===== config.mk =====
export PLATFORM = sky130hd
export DESIGN_NAME = differential_drive_ramp_controller
export DESIGN_NICKNAME = d
export VERILOG_FILES = /design/src/hdl/ddrc_pkg.sv /design/src/hdl/differential_drive_ramp_controller.sv
export SDC_FILE = /design/constraint.sdc
export NUM_CORES = 1
export LEC_CHECK = 0
export ABC_AREA = 1
export BUFFER_PORTS_ARGS = -buffer_cell sky130_fd_sc_hd__buf_4
export CAP_MARGIN = 20
export CORE_ASPECT_RATIO = 0.8
export CORE_UTILIZATION = 45
export CTS_CLUSTER_SIZE = 25
export DETAILED_ROUTE_END_ITERATION = 8
export PLACE_DENSITY = 0.74
export SYNTH_ARGS = -nofsm -noshare
export SYNTH_HDL_FRONTEND = slang
export SYNTH_SLANG_ARGS = --single-unit

===== constraint.sdc =====
create_clock -name clk -period 14.5 [get_ports clk]
set_clock_uncertainty 0.1 [all_clocks]
set_input_delay 2.9 -clock clk [delete_from_list [all_inputs] [get_ports clk]]
set_output_delay 2.9 -clock clk [all_outputs]
set_load 0.01 [all_outputs]

===== src/hdl/ddrc_pkg.sv =====
// shared types and constants of the differential drive ramp controller
package ddrc_pkg;

  localparam int LEVEL_COUNT_DEF = 50;

  localparam logic [7:0]  MAX_DRIVE_RST     = 8'd70;
  localparam logic [7:0]  MIN_DRIVE_RST     = 8'd50;
  localparam logic [7:0]  STOP_STEP_RST     = 8'd10;
  localparam logic [14:0] CLEAR_ECHO_US_RST = 15'd1167;

  typedef enum logic [2:0] {
    DIR_STOP  = 3'd0,
    DIR_FWD   = 3'd1,
    DIR_BACK  = 3'd2,
    DIR_LEFT  = 3'd3,
    DIR_RIGHT = 3'd4
  } dir_t;

  typedef enum logic [2:0] {
    ST_ACCEPTED = 3'd0,
    ST_IGNORED  = 3'd1,
    ST_BLOCKED  = 3'd2,
    ST_REVERSAL = 3'd3,
    ST_RAMPED   = 3'd4,
    ST_ABORT    = 3'd5
  } status_t;

  typedef enum logic [1:0] {
    REG_MAX_DRIVE     = 2'd0,
    REG_MIN_DRIVE     = 2'd1,
    REG_STOP_STEP     = 2'd2,
    REG_CLEAR_ECHO_US = 2'd3
  } reg_idx_t;

  typedef enum logic {
    OP_COMMAND = 1'b0,
    OP_TICK    = 1'b1
  } opcode_t;

  function automatic logic is_opposite(input logic [2:0] a, input logic [2:0] b);
    is_opposite = (a == DIR_FWD   && b == DIR_BACK)  || (a == DIR_BACK  && b == DIR_FWD) ||
                  (a == DIR_LEFT  && b == DIR_RIGHT) || (a == DIR_RIGHT && b == DIR_LEFT);
  endfunction

endpackage


===== src/hdl/differential_drive_ramp_controller.sv =====
// top level of the differential drive ramp controller
//
// soft-start drive controller for the two motors of a differential drive.
// input stream: s_tuser carries the opcode (0 direction command, 1 ramp tick),
// s_tdata carries the direction and the two echo times. every input item
// yields exactly one result item on the m_ stream: status, signed left and
// right drive now applied, and the speed level after the item.
// registers sit behind a small apb-style port (max_drive, min_drive,
// stop_step, clear_echo_us at byte addresses 0, 4, 8, 12); write them only
// while no item is in flight.
// the block is a four-register pipeline: input register, product stage,
// reciprocal divide stage, output register. a result shows up on m_tvalid
// in the output register; one item can be taken every cycle while m_tready
// is high. direction, level and stopping state update in the first stage so
// the next item sees them at once; the drive mapping trails behind.
// each stage holds its item when the next one is full, so a stalled m_tready
// still lets items fill the empty stages before s_tready drops.
// synchronous reset clears all direction, level and drive state, empties the
// pipeline and restores the register defaults.
module differential_drive_ramp_controller
  import ddrc_pkg::*;
#(
  parameter int LEVEL_COUNT = LEVEL_COUNT_DEF
) (
  input  logic        clk,
  input  logic        rst,
  // input items
  input  logic        s_tvalid,
  output logic        s_tready,
  input  logic [39:0] s_tdata,   // direction[2:0], left_echo_us[17:3], right_echo_us[32:18]
  input  logic [0:0]  s_tuser,   // opcode[0]
  // result items
  output logic        m_tvalid,
  input  logic        m_tready,
  output logic [31:0] m_tdata,   // status[2:0], left_drive[11:3], right_drive[20:12],
                                 // level_now[28:21]
  // register port
  input  logic        psel,
  input  logic        penable,
  input  logic        pwrite,
  input  logic [3:0]  paddr,
  input  logic [31:0] pwdata,
  output logic [31:0] prdata,
  output logic        pready
);

  // level mapping divisor and its reciprocal, exact for products below 2**16
  localparam int            DIV      = LEVEL_COUNT - 1;
  localparam int            SHIFT    = 24;
  localparam logic [24:0]   RECIP    = 25'(((64'd1 << SHIFT) + 64'(DIV) - 64'd1) / 64'(DIV));
  localparam logic [7:0]    GOAL_FULL = 8'(LEVEL_COUNT);
  localparam logic [7:0]    GOAL_TURN = 8'(LEVEL_COUNT / 2);
  localparam logic [15:0]   DIV16    = 16'(DIV);

  // configuration registers
  logic [7:0]  max_drive;
  logic [7:0]  min_drive;
  logic [7:0]  stop_step;
  logic [14:0] clear_echo_us;

  logic cfg_wr;
  assign pready = 1'b1;
  assign cfg_wr = psel && penable && pwrite && pready;

  always_ff @(posedge clk) begin
    if (rst) begin
      max_drive     <= MAX_DRIVE_RST;
      min_drive     <= MIN_DRIVE_RST;
      stop_step     <= STOP_STEP_RST;
      clear_echo_us <= CLEAR_ECHO_US_RST;
    end else if (cfg_wr) begin
      case (reg_idx_t'(paddr[3:2]))
        REG_MAX_DRIVE:     max_drive     <= pwdata[7:0];
        REG_MIN_DRIVE:     min_drive     <= pwdata[7:0];
        REG_STOP_STEP:     stop_step     <= pwdata[7:0];
        REG_CLEAR_ECHO_US: clear_echo_us <= pwdata[14:0];
        default: ;
      endcase
    end
  end

  always_comb begin
    case (reg_idx_t'(paddr[3:2]))
      REG_MAX_DRIVE:     prdata = {24'd0, max_drive};
      REG_MIN_DRIVE:     prdata = {24'd0, min_drive};
      REG_STOP_STEP:     prdata = {24'd0, stop_step};
      REG_CLEAR_ECHO_US: prdata = {17'd0, clear_echo_us};
      default:           prdata = 32'd0;
    endcase
  end

  // per-stage valid bits and advance enables
  logic v1, v2, v3, v4;
  logic en1, en2, en3, en4;

  assign en4      = !v4 || m_tready;
  assign en3      = !v3 || en4;
  assign en2      = !v2 || en3;
  assign en1      = !v1 || en2;
  assign s_tready = en1 && !rst;
  assign m_tvalid = v4;

  // stage 1: input register
  logic        s1_tick;
  logic [2:0]  s1_dir;
  logic [14:0] s1_left_echo;
  logic [14:0] s1_right_echo;

  always_ff @(posedge clk) begin
    if (rst) begin
      v1 <= 1'b0;
    end else if (en1) begin
      v1 <= s_tvalid;
    end
  end

  always_ff @(posedge clk) begin
    if (en1 && s_tvalid) begin
      s1_tick       <= (opcode_t'(s_tuser[0]) == OP_TICK);
      s1_dir        <= s_tdata[2:0];
      s1_left_echo  <= s_tdata[17:3];
      s1_right_echo <= s_tdata[32:18];
    end
  end

  // control state
  dir_t       target_dir, target_dir_next;
  dir_t       moving_dir, moving_dir_next;
  logic [7:0] speed_level, speed_level_next;
  logic       stopping, stopping_next;

  status_t    status1;
  logic       upd1;       // tick that rewrites the held drives
  logic       zero1;      // mapped drive is zero at the new level
  logic       path_clear;
  logic [7:0] goal;
  logic [7:0] lvl_m1;
  logic [15:0] zero_prod;

  always_comb begin
    path_clear = (s1_left_echo == 15'd0 || s1_left_echo >= clear_echo_us) &&
                 (s1_right_echo == 15'd0 || s1_right_echo >= clear_echo_us);
    target_dir_next  = target_dir;
    moving_dir_next  = moving_dir;
    speed_level_next = speed_level;
    stopping_next    = stopping;
    status1          = ST_IGNORED;
    upd1             = 1'b0;
    goal             = 8'd0;
    lvl_m1           = 8'd0;
    zero_prod        = 16'd0;
    zero1            = 1'b1;

    if (!s1_tick) begin
      if (s1_dir > DIR_RIGHT || s1_dir == target_dir) begin
        status1 = ST_IGNORED;
      end else if (s1_dir == DIR_FWD && !path_clear) begin
        status1 = ST_BLOCKED;
      end else if (is_opposite(s1_dir, target_dir)) begin
        target_dir_next = DIR_STOP;
        stopping_next   = 1'b1;
        status1         = ST_REVERSAL;
      end else begin
        if (s1_dir == DIR_STOP) begin
          stopping_next = 1'b1;
        end else begin
          moving_dir_next = dir_t'(s1_dir);
          stopping_next   = 1'b0;
        end
        target_dir_next = dir_t'(s1_dir);
        status1         = ST_ACCEPTED;
      end
    end else if (target_dir == DIR_FWD && !path_clear) begin
      // obstacle ahead: abort to a stop, drives untouched
      target_dir_next = DIR_STOP;
      stopping_next   = 1'b1;
      status1         = ST_ABORT;
    end else begin
      case (target_dir)
        DIR_STOP:             goal = 8'd0;
        DIR_LEFT, DIR_RIGHT:  goal = GOAL_TURN;
        default:              goal = GOAL_FULL;
      endcase
      if (speed_level < goal) begin
        speed_level_next = speed_level + 8'd1;
        stopping_next    = 1'b0;
      end else if (speed_level > goal) begin
        if (target_dir == DIR_STOP && stopping) begin
          speed_level_next = (speed_level > stop_step) ? speed_level - stop_step : 8'd0;
        end else begin
          speed_level_next = speed_level - 8'd1;
        end
      end
      // drive is zero at level zero, with min_drive zero below one step,
      // or with max_drive zero at the top level
      lvl_m1    = speed_level_next - 8'd1;
      zero_prod = {8'd0, lvl_m1} * {8'd0, max_drive};
      zero1     = (speed_level_next == 8'd0) ||
                  (min_drive == 8'd0 && zero_prod < DIV16) ||
                  (max_drive == 8'd0 && speed_level_next == GOAL_FULL);
      if (zero1 && target_dir == DIR_STOP) begin
        moving_dir_next = DIR_STOP;
        stopping_next   = 1'b0;
      end
      upd1    = 1'b1;
      status1 = ST_RAMPED;
    end
  end

  always_ff @(posedge clk) begin
    if (rst) begin
      target_dir  <= DIR_STOP;
      moving_dir  <= DIR_STOP;
      speed_level <= 8'd0;
      stopping    <= 1'b0;
    end else if (v1 && en2) begin
      target_dir  <= target_dir_next;
      moving_dir  <= moving_dir_next;
      speed_level <= speed_level_next;
      stopping    <= stopping_next;
    end
  end

  // stage 2: (level - 1) * |max - min|
  status_t    s2_status;
  logic       s2_upd;
  logic       s2_zero;
  dir_t       s2_mdir;
  logic [7:0] s2_level;

  always_ff @(posedge clk) begin
    if (rst) begin
      v2 <= 1'b0;
    end else if (en2) begin
      v2 <= v1;
    end
  end

  always_ff @(posedge clk) begin
    if (en2 && v1) begin
      s2_status <= status1;
      s2_upd    <= upd1;
      s2_zero   <= zero1;
      s2_mdir   <= moving_dir;
      s2_level  <= speed_level_next;
    end
  end

  logic signed [8:0] span;
  logic              span_neg;
  logic [7:0]        span_mag;
  logic [7:0]        s2_lvl_m1;
  logic [15:0]       prod2;

  always_comb begin
    span      = $signed({1'b0, max_drive}) - $signed({1'b0, min_drive});
    span_neg  = span[8];
    span_mag  = span_neg ? 8'(-span) : span[7:0];
    s2_lvl_m1 = s2_level - 8'd1;
    prod2     = {8'd0, s2_lvl_m1} * {8'd0, span_mag};
  end

  // stage 3: divide the product by the level span
  status_t     s3_status;
  logic        s3_upd;
  logic        s3_zero;
  dir_t        s3_mdir;
  logic [7:0]  s3_level;
  logic        s3_neg;
  logic [15:0] s3_prod;

  always_ff @(posedge clk) begin
    if (rst) begin
      v3 <= 1'b0;
    end else if (en3) begin
      v3 <= v2;
    end
  end

  always_ff @(posedge clk) begin
    if (en3 && v2) begin
      s3_status <= s2_status;
      s3_upd    <= s2_upd;
      s3_zero   <= s2_zero;
      s3_mdir   <= s2_mdir;
      s3_level  <= s2_level;
      s3_neg    <= span_neg;
      s3_prod   <= prod2;
    end
  end

  logic [40:0] recip_prod;
  logic [7:0]  quot;

  always_comb begin
    recip_prod = {25'd0, s3_prod} * {16'd0, RECIP};
    quot       = recip_prod[SHIFT+7:SHIFT];
  end

  // stage 4: add min_drive, apply signs, output register
  logic signed [8:0] held_left, held_left_next;
  logic signed [8:0] held_right, held_right_next;
  logic signed [8:0] drv;
  status_t           out_status;
  logic [7:0]        out_level;

  always_comb begin
    drv = s3_neg ? $signed({1'b0, min_drive}) - $signed({1'b0, quot})
                 : $signed({1'b0, min_drive}) + $signed({1'b0, quot});
    held_left_next  = held_left;
    held_right_next = held_right;
    if (s3_upd) begin
      if (s3_zero) begin
        held_left_next  = 9'sd0;
        held_right_next = 9'sd0;
      end else begin
        case (s3_mdir)
          DIR_FWD: begin
            held_left_next  = drv;
            held_right_next = drv;
          end
          DIR_BACK: begin
            held_left_next  = -drv;
            held_right_next = -drv;
          end
          DIR_LEFT: begin
            held_left_next  = -drv;
            held_right_next = drv;
          end
          DIR_RIGHT: begin
            held_left_next  = drv;
            held_right_next = -drv;
          end
          default: begin
            held_left_next  = 9'sd0;
            held_right_next = 9'sd0;
          end
        endcase
      end
    end
  end

  always_ff @(posedge clk) begin
    if (rst) begin
      v4         <= 1'b0;
      held_left  <= 9'sd0;
      held_right <= 9'sd0;
    end else if (en4) begin
      v4 <= v3;
      if (v3) begin
        held_left  <= held_left_next;
        held_right <= held_right_next;
      end
    end
  end

  always_ff @(posedge clk) begin
    if (en4 && v3) begin
      out_status <= s3_status;
      out_level  <= s3_level;
    end
  end

  assign m_tdata = {3'd0, out_level, held_right, held_left, out_status};

endmodule

* Yosys cells after proc, flatten, opt, wreduce, memory -nomap -nowiden
Cells that the tools add are included.
** Word-level totals
- Register bits :: 170
- Bits of input ports :: 84
- Output and inout port bits :: 67
- Word-level logic and storage cells :: 180
** Operators by class
- $add $sub $neg :: 10
- $mul :: 3
- Magnitude comparators :: 7
- Equality and inequality tests :: 25
- Muxes and demuxes :: 44
- Bitwise gates (word level) :: 1
- Reduce and logical (&&, ||, !) cells :: 58
** Operators with widths (number)
- case mux 32 bit (4 select lines) :: 1
- two-way mux 8 bit :: 11
- two-way mux 3 bit :: 13
- case mux 9 bit (2 select lines) :: 2
- multiplier 16 x 19 -> 32 bit (second input constant) :: 1
- multiplier 8 x 8 -> 16 bit :: 2
- greater-or-equal comparator 15 bit :: 2
- logical NOT 15 bit :: 2
- two-way mux 9 bit :: 3
- logical NOT 8 bit :: 3
- subtractor 8 x 1 -> 8 bit (second input constant) :: 3
- == test 3 x 2 -> 1 bit (second input constant) :: 6
- logical AND 1 bit :: 18
- subtractor 8 x 8 -> 9 bit :: 2
- > comparator 8 bit :: 2
- < comparator 16 x 6 -> 1 bit (second input constant) :: 1
- logical OR 1 bit :: 12
- case mux 6 bit (2 select lines) :: 1
- OR reduction 2 bit :: 6
- two-way mux 1 bit :: 10
- inequality test 2 bit (second input constant) :: 5
- adder 8 x 8 -> 9 bit :: 1
- == test 3 x 1 -> 1 bit (second input constant) :: 3
- == test 3 bit (second input constant) :: 3
- 21 further kinds :: 35

* Depth between registers and ports, before layout
- Depth in word-level cells :: 22
- Mapped depth :: 50
- Gate-level depth less buffers :: 49

* Worst setup path after synthesis
No wires, ideal clock.
- Path kind :: flip-flop to flip-flop
- Start :: register s3_prod[13]
- End :: register held_right[8]
- Arrival time :: 7238 ps
- Data required time :: 14330 ps
- Path slack :: 7091 ps
- Cell stages (with the launch flop) :: 36
- Path buffers :: 0
- Cells stage by stage :: edfxtp_1 -> inv_1 -> fa_1 -> inv_1 -> fa_1 -> inv_1 -> fa_1 -> fa_1 -> inv_1 -> fa_1 -> fa_1 -> ha_1 -> nand2_1 -> inv_1 -> a21oi_1 -> nor2_1 -> nor2_1 -> o311ai_0 -> xnor2_1 -> ha_1 -> o21ai_0 -> ha_1 -> nand3_1 -> nand3_1 -> nand2_1 -> nand2_1 -> a21oi_1 -> xor2_1 -> nand3_1 -> inv_1 -> and2_1 -> nand3b_1 -> nand3_1 -> nand2_1 -> nand2_1 -> a21oi_1
** Between the ends
- Cells in the longest elaborated chain, start to end :: 6
- Elaborated cells on any way between the ends :: 7
- Classes of those cells :: add/sub (3); mul (1); mux (3)
** RTL lines
- start, declared :: RTL line differential_drive_ramp_controller.sv:270 : logic [15:0] s3_prod;
- start signal, assigned :: RTL line differential_drive_ramp_controller.sv:288 : s3_prod <= prod2;
- multiplier 16 x 19 -> 32 bit (*) :: RTL line differential_drive_ramp_controller.sv:296 : recip_prod = {25'd0, s3_prod} * {16'd0, RECIP};
- adder 8 x 8 -> 9 bit / subtractor 8 x 8 -> 9 bit (equally long branches) :: RTL line differential_drive_ramp_controller.sv:309, differential_drive_ramp_controller.sv:308
- two-way mux 9 bit (*) :: RTL line differential_drive_ramp_controller.sv:308 : drv = s3_neg ? $signed({1'b0, min_drive}) - $signed({1'b0, quot})
- negation 9 bit :: RTL line differential_drive_ramp_controller.sv:324, differential_drive_ramp_controller.sv:332
- case mux 9 bit (2 select lines) (*) :: RTL line differential_drive_ramp_controller.sv:317 : case (s3_mdir)
- two-way mux 9 bit (*) :: RTL line differential_drive_ramp_controller.sv:313 : if (s3_zero) begin
- end signal, assigned :: RTL line differential_drive_ramp_controller.sv:352 : held_right <= held_right_next;
- end, declared :: RTL line differential_drive_ramp_controller.sv:302 : logic signed [8:0] held_right, held_right_next;
Every way passes the cells marked *; elsewhere a longest branch is shown, timed or not.
A chain may end at the register's enable or synchronous reset.

* Worst setup path in the final report
- Start :: register s3_prod[13]
- End :: register held_left[8]
** Between the ends
- Cells in the longest elaborated chain, start to end :: 6
- Elaborated cells on any way between the ends :: 7
- Classes of those cells :: add/sub (3); mul (1); mux (3)
** RTL lines
- multiplier 16 x 19 -> 32 bit (*) :: RTL line differential_drive_ramp_controller.sv:296
- adder 8 x 8 -> 9 bit / subtractor 8 x 8 -> 9 bit (equally long branches) :: RTL line differential_drive_ramp_controller.sv:309, differential_drive_ramp_controller.sv:308
- two-way mux 9 bit (*) :: RTL line differential_drive_ramp_controller.sv:308
- negation 9 bit :: RTL line differential_drive_ramp_controller.sv:323, differential_drive_ramp_controller.sv:327
- case mux 9 bit (2 select lines) (*) :: RTL line differential_drive_ramp_controller.sv:317
- two-way mux 9 bit (*) :: RTL line differential_drive_ramp_controller.sv:313
- end signal, assigned :: RTL line differential_drive_ramp_controller.sv:351 : held_left <= held_left_next;
- end, declared :: RTL line differential_drive_ramp_controller.sv:301 : logic signed [8:0] held_left, held_left_next;
Marked as above.

==> results.yml <==
run_status:
  outcome: "complete, no violations"
layout:
  fin_cells: 2965
  seq_area_um2: 4340
  nets: 2929
  nFillCells: 3883
  layout-drive-gt1-share: 0.0858
  multi_input_area_um2: 12700
  syn_to_final_growth_pct: 10.0
logic_synthesis:
  avgSynthCellArea_um2: 8.29
  synth_edf_count: 94
  netlist-cell-type-count: 60
  synthTopCellsByArea: "fa_1 (19%), ha_1 (18%), edfxtp_1 (15%), inv_1 (9.1%), dfxtp_1 (8.0%)"
  synth_area_leader_cell: "fa_1"
  async_flop_share: 0
  synth-main-ff-cell: "edfxtp_1"
  yosysSeqAreaShare: 0.228
  yosys_warnings: 0
  syn_area_um2: 19000
  yosysMostFrequentCell: "inv_1"
  synth_cells: 2296
  ys_ff_latch: 170
  ys_top_cells_by_count: "inv_1 (464), nand2_1 (380), ha_1 (270)"
  synth_top_area_share: 0.185
critical_path:
  worstSetupEndpointType: "register"
  crit_type: "reg2reg"
  cp_max_fo: 7
  ff2ff_setup_slack_ns: 6.03
  cp_slowest_cell: "fa_1"
  critPathMaxStageDelay_ns: 0.61
  crit_arrival_ns: 8.75
  worstPathRequired_ns: 14.78
  crit_path_start_kind: "register"
timing:
  timing.fmax_mhz: 118
  rsz0062_at_grt: "false"
  tightest_slew_ns: 0.843
  slew_violations: 0
  setup_viol: 0
  timing.setup.tns_ns: 0
  setup_ws_ns: 6.03
  period_needed_ns: 8.47
  hold_viol: 0
  holdWs_ns: 0.321
  relSlewSlack: 0.436
  timing.final.crit_share: 0.584
grt:
  grt_max_degree: 46
  grt_overflow: 0
  grt_pass1_vias: 14900
  antenna_found_initial: 0
  grt_pass1_wl_mm: 73.1
  gr-usage-all-layers: 0.213
placed_design:
  globalplace.congestion: 0.956
  place_worst_setup_slack_ns: 6.08
  portBuffers: 103
  dp_hpwl_mm: 37.8
  dp_cells: 2930
clock_network:
  cts-buffers-inserted: 17
  ctsResizeCount: 0
  hold_buffers: 0
  clockBufferDepth: 2
  h-tree-depth: 4
  post_cts_buffers: 0
  clock-sinks: 170
  clock_latency_ns: 0.45
  clk_pin_slew_worst_paths_ns: 0.07
  clockRootBuffer: "clkbuf_16"
  tritoncts: "yes"
route:
  remaining_drc_errors: 0
  vias_per_cell: 5.21
  drt_iter0_markers: 986
  wl_mm: 45.1
  vias: 15500
  detail-route-antenna-nets: 0
  wire_per_inst_um: 15.2
  drtPass1Iterations: 6
floorplan:
  core-area_um2: 41800
  ios: 151
  dieArea_um2: 43100
  dieWidth_um: 232
  die_h_um: 186
  start_util: 0.455
  core.rowCount: 67
flow_run:
  max-cap-violations: 0
min_path:
  hp-class: "reg2reg"
[path summary, 6_finish.rpt]
kind,cells past startpoint,from,endpoint
min reg2reg,0,s2_status[0]$_DFFE_PP_,s3_status[0]$_DFFE_PP_
max,35,s3_prod[13]$_DFFE_PP_,held_left[8]$_SDFFE_PP0P_
min,0,s2_status[0]$_DFFE_PP_,s3_status[0]$_DFFE_PP_
max reg2reg,35,s3_prod[13]$_DFFE_PP_,held_left[8]$_SDFFE_PP0P_
[metrics by stage]
step,util,instance area [um^2]
3_5_place_dp,0.487,20400
5_1_grt,0.501,21000
4_1_cts,0.500,20900
6_report,0.501,21000
3_3_place_gp,0.487,20400
2_1_floorplan,-,19100
[flip-flops by register name (all words and copies together) (netlist names), 9 cells and up]
name	cells
held_right	9
held_left	9
s1_left_echo	15
s3_prod	16
s1_right_echo	15
clear_echo_us	15
[cells by family (layout without fill, tap and decap cells)]
family	count (synthesis)	after routing	synth area share
other	2	22	0.000394
flip-flops	170	170	0.228
AO/OA/AOI/OAI	312	312	0.0931
AND/OR/NAND/NOR	764	764	0.172
buffers and inverters	532	629	0.110
adder cells (fa/ha/maj)	446	446	0.362
XOR/XNOR	70	70	0.0340
[area by class of cell]
cell class / instances / share of cell area
clock inverters: 13 / 0.00639
inverters: 489 / 0.0878
clock buffers: 19 / 0.0207
diodes: 1 / 0.000119
well taps: 552 / 0.0330
multi-input cells: 1613 / 0.605
flip-flops and latches: 170 / 0.207
repair buffers: 108 / 0.0396
[worst max-delay path: cells and delay by family (launching register included)]
kind / cells / cell delay (ns)
AOI/OAI and AO/OA: 5 / 0.95
xor gates and xnor gates: 2 / 0.83
buffers and inverters: 6 / 0.52
and+or+nand+nor: 13 / 1.27
DFF: 1 / 0.57
adders and majority gates: 9 / 4.14
[cells in the final DEF, fill, tap and decap left out, types with 5 or more instances in the layout]
cell,instances
nor3_1,11
nand4_1,24
dfxtp_1,76
inv_2,14
clkbuf_16,17
a21oi_1,148
xnor2_1,25
o21bai_1,11
o22ai_1,17
o21ai_0,81
edfxtp_1,94
nand3b_1,7
nor2_1,193
xor2_1,42
o21ai_1,6
or2_2,6
nand2_4,5
nand2_1,380
clkinv_1,8
buf_4,106
ha_1,270
nor4_1,10
o211ai_1,18
inv_1,464
nor2_2,11
fa_1,176
nand2_2,10
conb_1,21
nand3_1,97
a21o_1,5
[layer usage]
layer,global-route usage,part of all wire,vias to the layer above
li1,-,-,7515
met2,0.350,0.47,452
met4,0.0468,0.017,0
met3,0.0342,0.059,70
met5,0,0,-
met1,0.293,0.46,7424
Power is not shown: default switching activity piles up to over one toggle a cycle in this logic, so the estimate is an artifact.
